<file path="src/rud_pkg.sv">
`default_nettype none
// ----------------------------------------------------------------------------
// rud_pkg
// Shared types for the restoring unsigned divider pipeline.
// ----------------------------------------------------------------------------
package rud_pkg;

    // Control bits that travel down the pipeline with each division
    typedef struct packed {
        logic valid;     // stage holds a live division
        logic div_zero;  // divisor of this division was zero
    } t_ctrl;

    localparam t_ctrl CTRL_IDLE = '{valid: 1'b0, div_zero: 1'b0};

endpackage : rud_pkg
`default_nettype wire

</file>
<file path="src/restoring_unsigned_divider_core.sv">
`default_nettype none
// ----------------------------------------------------------------------------
// restoring_unsigned_divider_core
// Fully pipelined WIDTH-bit unsigned restoring divider with zero detect.
// ----------------------------------------------------------------------------
// Usage:
//   Command channel: drive i_dividend and i_divisor and raise start. The
//   transfer happens on a rising edge with start high and busy low. busy is
//   always low here: every stage advances every cycle, so a new division
//   may be issued on every clock.
//   Result channel: o_done is high for exactly one cycle with o_quotient,
//   o_remainder and o_divide_by_zero valid; the transfer completes at the
//   edge ending that cycle. The receiver cannot stall, so nothing backs up.
//   One register stage per quotient bit (WIDTH bits, 32 by default).
//   Throughput: one division per cycle. Each stage holds one WIDTH+1 bit
//   trial subtract, which sets the clock.
//   Divide by zero: the stages naturally produce an all-ones quotient and
//   the dividend as remainder; the flag rides along with the data.
//   Reset (i_rst_n low, synchronous) clears every stage's valid bit, so any
//   division in flight is dropped and no strobe follows.
// ----------------------------------------------------------------------------
module restoring_unsigned_divider_core #(
    parameter int WIDTH = 32
) (
    input  wire logic              i_clk,
    input  wire logic              i_rst_n,
    input  wire logic              start,
    output logic                   busy,
    input  wire logic [WIDTH-1:0]  i_dividend,
    input  wire logic [WIDTH-1:0]  i_divisor,
    output logic                   o_done,
    output logic      [WIDTH-1:0]  o_quotient,
    output logic      [WIDTH-1:0]  o_remainder,
    output logic                   o_divide_by_zero
);

    // Stage k input is index k; index WIDTH is the pipeline output.
    rud_pkg::t_ctrl   w_ctrl [0:WIDTH];
    logic [WIDTH-1:0] w_rem  [0:WIDTH];
    logic [WIDTH-1:0] w_quo  [0:WIDTH];
    logic [WIDTH-1:0] w_div  [0:WIDTH];

    // pipeline never holds off a command
    assign busy = 1'b0;

    // Entry: remainder starts at zero, the dividend sits in the quotient slot
    // and is shifted into the remainder one bit per round.
    // Control word packs {valid, div_zero}.
    assign w_ctrl[0] = {start & ~busy, (i_divisor == '0)};
    assign w_rem[0]  = '0;
    assign w_quo[0]  = i_dividend;
    assign w_div[0]  = i_divisor;

    for (genvar k = 0; k < WIDTH; k++) begin : g_stage
        rud_stage #(
            .WIDTH (WIDTH)
        ) u_stage (
            .i_clk   (i_clk),
            .i_rst_n (i_rst_n),
            .i_ctrl  (w_ctrl[k]),
            .i_rem   (w_rem[k]),
            .i_quo   (w_quo[k]),
            .i_div   (w_div[k]),
            .o_ctrl  (w_ctrl[k+1]),
            .o_rem   (w_rem[k+1]),
            .o_quo   (w_quo[k+1]),
            .o_div   (w_div[k+1])
        );
    end

    // Last stage registers drive the result ports directly.
    assign o_done           = w_ctrl[WIDTH].valid;
    assign o_divide_by_zero = w_ctrl[WIDTH].div_zero;
    assign o_quotient       = w_quo[WIDTH];
    assign o_remainder      = w_rem[WIDTH];

    // ------------------------------------------------------------------------
    // Assertions
    // ------------------------------------------------------------------------

    // a result strobe always traces back to a matching earlier command
    a_done_has_cmd : assert property (@(posedge i_clk) disable iff (!i_rst_n)
        o_done |-> $past(start, WIDTH))
        else $error("result strobe without a matching command");

    // a real division leaves a remainder below its divisor
    a_rem_below_div : assert property (@(posedge i_clk) disable iff (!i_rst_n)
        (o_done && !o_divide_by_zero) |-> (o_remainder < w_div[WIDTH]))
        else $error("remainder not below divisor");

    // divide by zero gives an all-ones quotient
    a_dbz_quotient : assert property (@(posedge i_clk) disable iff (!i_rst_n)
        (o_done && o_divide_by_zero) |-> (o_quotient == {WIDTH{1'b1}}))
        else $error("divide by zero quotient not all ones");

    // divide by zero hands back the dividend as remainder
    a_dbz_remainder : assert property (@(posedge i_clk) disable iff (!i_rst_n)
        (o_done && o_divide_by_zero) |-> (o_remainder == $past(i_dividend, WIDTH)))
        else $error("divide by zero remainder differs from dividend");

endmodule : restoring_unsigned_divider_core
`default_nettype wire

</file>
<file path="src/rud_stage.sv">
`default_nettype none
// ----------------------------------------------------------------------------
// rud_stage
// One registered restoring-division round: shift, trial subtract, restore.
// ----------------------------------------------------------------------------
module rud_stage #(
    parameter int WIDTH = 32
) (
    input  wire logic              i_clk,
    input  wire logic              i_rst_n,
    input  wire rud_pkg::t_ctrl    i_ctrl,
    input  wire logic [WIDTH-1:0]  i_rem,
    input  wire logic [WIDTH-1:0]  i_quo,
    input  wire logic [WIDTH-1:0]  i_div,
    output rud_pkg::t_ctrl         o_ctrl,
    output logic      [WIDTH-1:0]  o_rem,
    output logic      [WIDTH-1:0]  o_quo,
    output logic      [WIDTH-1:0]  o_div
);

    rud_pkg::t_ctrl   r_ctrl;
    logic [WIDTH-1:0] r_rem, n_rem;
    logic [WIDTH-1:0] r_quo, n_quo;
    logic [WIDTH-1:0] r_div;

    logic [WIDTH:0]   w_shift;   // remainder shifted left, one bit wider
    logic [WIDTH:0]   w_diff;

    always_comb begin
        w_shift = {i_rem, i_quo[WIDTH-1]};
        w_diff  = w_shift - {1'b0, i_div};
        // no borrow out of the wide subtract: keep difference, set quotient bit
        if (!w_diff[WIDTH]) begin
            n_rem = w_diff[WIDTH-1:0];
            n_quo = {i_quo[WIDTH-2:0], 1'b1};
        end else begin
            n_rem = w_shift[WIDTH-1:0];
            n_quo = {i_quo[WIDTH-2:0], 1'b0};
        end
    end

    always_ff @(posedge i_clk) begin
        if (!i_rst_n) begin
            r_ctrl <= rud_pkg::CTRL_IDLE;
        end else begin
            r_ctrl <= i_ctrl;
        end
    end

    // payload needs no reset
    always_ff @(posedge i_clk) begin
        r_rem <= n_rem;
        r_quo <= n_quo;
        r_div <= i_div;
    end

    assign o_ctrl = r_ctrl;
    assign o_rem  = r_rem;
    assign o_quo  = r_quo;
    assign o_div  = r_div;

endmodule : rud_stage
`default_nettype wire
</file>
<file path="config.mk">
export PLATFORM = sky130hd
export DESIGN_NAME = restoring_unsigned_divider_core
export DESIGN_NICKNAME = d
export VERILOG_FILES = /design/src/rud_pkg.sv /design/src/restoring_unsigned_divider_core.sv /design/src/rud_stage.sv
export SDC_FILE = /design/constraint.sdc
export NUM_CORES = 2
export LEC_CHECK = 0
export BUFFER_PORTS_ARGS = -buffer_cell sky130_fd_sc_hd__buf_2
export CELL_PAD_IN_SITES_DETAIL_PLACEMENT = 1
export CELL_PAD_IN_SITES_GLOBAL_PLACEMENT = 2
export CORE_ASPECT_RATIO = 2
export CORE_MARGIN = 5
export CORE_UTILIZATION = 45
export CTS_CLUSTER_SIZE = 20
export DETAILED_ROUTE_END_ITERATION = 8
export GPL_TIMING_DRIVEN = 0
export HOLD_SLACK_MARGIN = 0.02
export PLACE_DENSITY = 0.88
export SLEW_MARGIN = 20
export SYNTH_ARGS = -nofsm -noshare
export SYNTH_HDL_FRONTEND = slang
export SYNTH_SLANG_ARGS = --single-unit
</file>
<file path="constraint.sdc">
create_clock -name i_clk -period 8.1 [get_ports i_clk]
set_input_delay 0.405 -clock i_clk [delete_from_list [all_inputs] [get_ports i_clk]]
set_output_delay 0.405 -clock i_clk [all_outputs]
set_load 0.03 [all_outputs]
</file>
==> impl_metrics.csv <==
group,metric,value,unit
yosys,synthMostInstantiatedCell,"dfxtp_1",
cts,cts.repair.resized,0,
cells_and_area,fin_nets,14200,
worst_setup_path,crit_required,8.90,ns
timing,period_needed,6.57,ns
yosys,synth_top_cells_by_area,"dfxtp_1, ha_1, mux2_2",
cts,cts_made_buffers,287,
routing,drt_wl_total,432000,µm
cts,root_buffer,"clkbuf_16",
die,core_area,0.282,mm²
yosys,syn_area_per_cell,10.2,µm²
grt,grt_overflow,0,
yosys,syn_inst,12600,
worst_setup_path,crit_path_max_fanout,10,
timing,rsz0062_at_grt,"false",
yosys,synthSimpleGateAreaFrac,0.0891,
power,cell_internal_pwr,44.0,mW
yosys,synth_compound_area_frac,0.151,
timing,final.setup_skew,0.0456,ns
yosys,synth_adder_area_share,0.102,
die,rows,276,
timing,tns,0,ns
power,powerDensity,530,mW/mm²
yosys,ys_seq_elements,3104,
cells_and_area,finish.utilization,0.511,
yosys,ys.flop_type,"dfxtp_1",
cts,insertion_delay,0.89,ns
cells_and_area,synthToLayoutAreaGrowth,13.0,%
worst_setup_path,path_class,"reg -> reg",
place,port-buffer-count,131,
grt,track_usage,0.283,
die,die_w,387,µm
min_path,worstHoldPathCells,2,
cts,postCtsHoldBufs,66,
cts,clk_path_buf_depth,4,
die,dieArea,0.295,mm²
routing,routedWlPerCell,25.2,µm
worst_setup_path,critPathArrivalTime,7.37,ns
cts,cts_tree,"built",
timing,timing.fmax,152,MHz
timing,slew_viol_final,0,
cts,htreeDepth,5,
yosys,synth_edf_count,0,
yosys,synth_cell_type_count,99,
routing,drt-vias-per-instance,5.50,
min_path,hp-class,"in -> reg",
yosys,ys_seq_area_frac,0.486,
yosys,synthesis.area,0.128,mm²
yosys,synth_top_area_cell,"dfxtp_1",
power,netSwitchingFraction,0.425,
die,initial_core_util,0.452,
place,hpwl,353000,µm
cells_and_area,multi_input_area,0.0602,mm²
power,leakagePower,65.9,nW
cts,clkTransAtPathRegs,0.07,ns
grt,grt_pass1_vias,108000,
routing,dr.pass1.iters,5,
worst_setup_path,cp-start-kind,"flip-flop",
timing,tightest_slew,1.21,ns
cts,cts_setup_buffers,0,
yosys,post_synth_mux_area_share,0.0696,
run,drv_cap,0,
power,clock_power_share,0.182,
grt,antenna_found_initial,23,
power,peakVddDrop,0.000329,V
routing,num_vias,94200,
timing,finalHoldViolations,0,
cells_and_area,fillCellCount,31100,
yosys,yosys.area.top_type_share,0.486,
place,gp_congestion,0.996,
die,die_y,764,µm
timing,setup-violations-final,0,
timing,finalCritPeriodShare,0.811,
die,io_pins,134,
grt,grt_max_degree,19,
timing,slew_headroom,0.183,
worst_setup_path,cp-end-kind,"flip-flop",
worst_setup_path,worst-r2r-cell-count,15,
yosys,synth-async-reset-ratio,0,
power,combPwrFrac,0.529,
routing,drc,0,
cells_and_area,seqCellArea,0.0621,mm²
grt,grt_pass1_wl,627000,µm
yosys,yosys_warnings,0,
yosys,synth-xor-area-share,0.0561,
outcome,status,"complete, no violations",
routing,drtIter0Drc,2810,
yosys,netlist_top_cells_count,"dfxtp_1, inv_1, ha_1, a21oi_1, mux2_2",
power,seqPwrFrac,0.290,
routing,ant_nets,0,
cts,clock_sinks,3104,
power,power.switching,32.5,mW
yosys,synth_top_family_by_area,"compound AO/OA/AOI/OAI gates",
cells_and_area,drive_above_1_share,0.115,
-- final timing paths --
kind	slack, ns	endpoint	startpoint
setup / recovery	1.53	g_stage[4].u_stage.o_rem[30]	g_stage[3].u_stage.o_quo[31]
hold / removal	0.14	g_stage[0].u_stage.o_quo[27]	i_dividend[26]
setup reg to reg	1.53	g_stage[4].u_stage.o_rem[30]	g_stage[3].u_stage.o_quo[31]
hold reg to reg	0.30	g_stage[28].u_stage.o_quo[17]	g_stage[27].u_stage.o_quo[16]
-- critical path, stage by stage, from the launching register on --
cell and delay (ns):
dfxtp_1 0.33, inv_1 0.05, ha_1 0.20, fa_1 0.41
nand2b_1 0.20, a2111oi_0 0.83, or4_1 0.33, o2111ai_1 0.50
a21o_1 0.43, a21oi_1 0.37, o21ai_0 0.19, xnor2_1 0.85
clkbuf_1 0.88, buf_2 0.64, nor2_1 0.08, a21oi_1 0.14
-- cells in the final DEF, fill, tap and decap left out, types with 47 or more instances in the layout --
cell type      netlist  routed
dfxtp_1           3104    3104
inv_1             1255    1255
ha_1               994     994
a21oi_1            838     838
mux2_2             681     681
o21ai_0            661     660
nand2_1            634     634
nor2_1             572     572
xnor2_1            509     503
a21o_1             435     435
xor2_1             304     298
clkbuf_16            0     289
clkbuf_1           202     225
buf_2               43     180
nand3_1            179     179
nor2b_1            174     173
o21a_1             154     154
nand2b_1           144     144
a31oi_1            127     126
nor3_1             120     120
and2_1             104     104
and3_1             101     101
nand4_1            100     100
a211oi_1            92      87
o21bai_1            82      82
mux2i_1             82      82
diode_2              0      66
dlygate4sd3_1        0      66
o211ai_1            63      63
o31a_1              62      62
clkbuf_8             0      55
a211o_1             50      50
o31ai_1             52      49
or3_1               47      47
-- registers in the layout (all words and copies together) (netlist names) --
signal,count
g_stage.u_stage.o_ctrl,64
g_stage.u_stage.o_div,992
g_stage.u_stage.o_quo,1024
g_stage.u_stage.o_rem,1024
-- cells by family (layout without fill, tap and decap cells) --
group           count (synthesis)  in the layout
compound gates               2996           2996
xor+xnor                      816            816
fa+ha+maj                    1025           1025
buf+inv                      1520           2247
flops                        3104           3104
mux                           790            790
other cells                     1             82
simple gates                 2332           2332
-- power by group through the flow --
stage	clock [mW]	combinational, mW	sequential, mW
finish	13.9	40.5	22.2
global route	14.8	42.8	22.5
CTS	14.3	40.2	22.2
detailed placement	0	39.8	22.5
global placement	0	38.1	22.2
floorplan	0	26.0	21.8
-- per-layer routing --
metal / vias to the layer above / part of all wire / global-route usage
met1: 45600 / 0.21 / 0.145
met5: - / 0.000072 / 0
li1: 44700 / - / -
met3: 1849 / 0.027 / 0.0397
met2: 2085 / 0.59 / 0.608
met4: 6 / 0.17 / 0.392
-- layout make-up --
type,instances,area share
clock inverters,105,0.00901
flip-flops and latches,3104,0.431
multi-input cells,7975,0.417
repair buffers,228,0.0121
well taps,3753,0.0325
inverters,1257,0.0327
plain buffers,263,0.00792
diodes,66,0.00114
clock buffers,394,0.0567
-- metrics by stage --
stage               setup slack [ns]  hold slack, ns  instances  instance area (µm²)  total power [mW]
finish                          1.53           0.144      17100               144000              76.5
global route                    1.57           0.119      17100               144000              80.2
CTS                             1.55          0.0651      17100               144000              76.6
detailed placement              1.61           0.313      16500               134000              62.3
global placement              -0.791           0.310      16500               133000              60.3
floorplan                       4.48           0.310      12600               128000              47.7
Power figures use the tool's default switching activity.
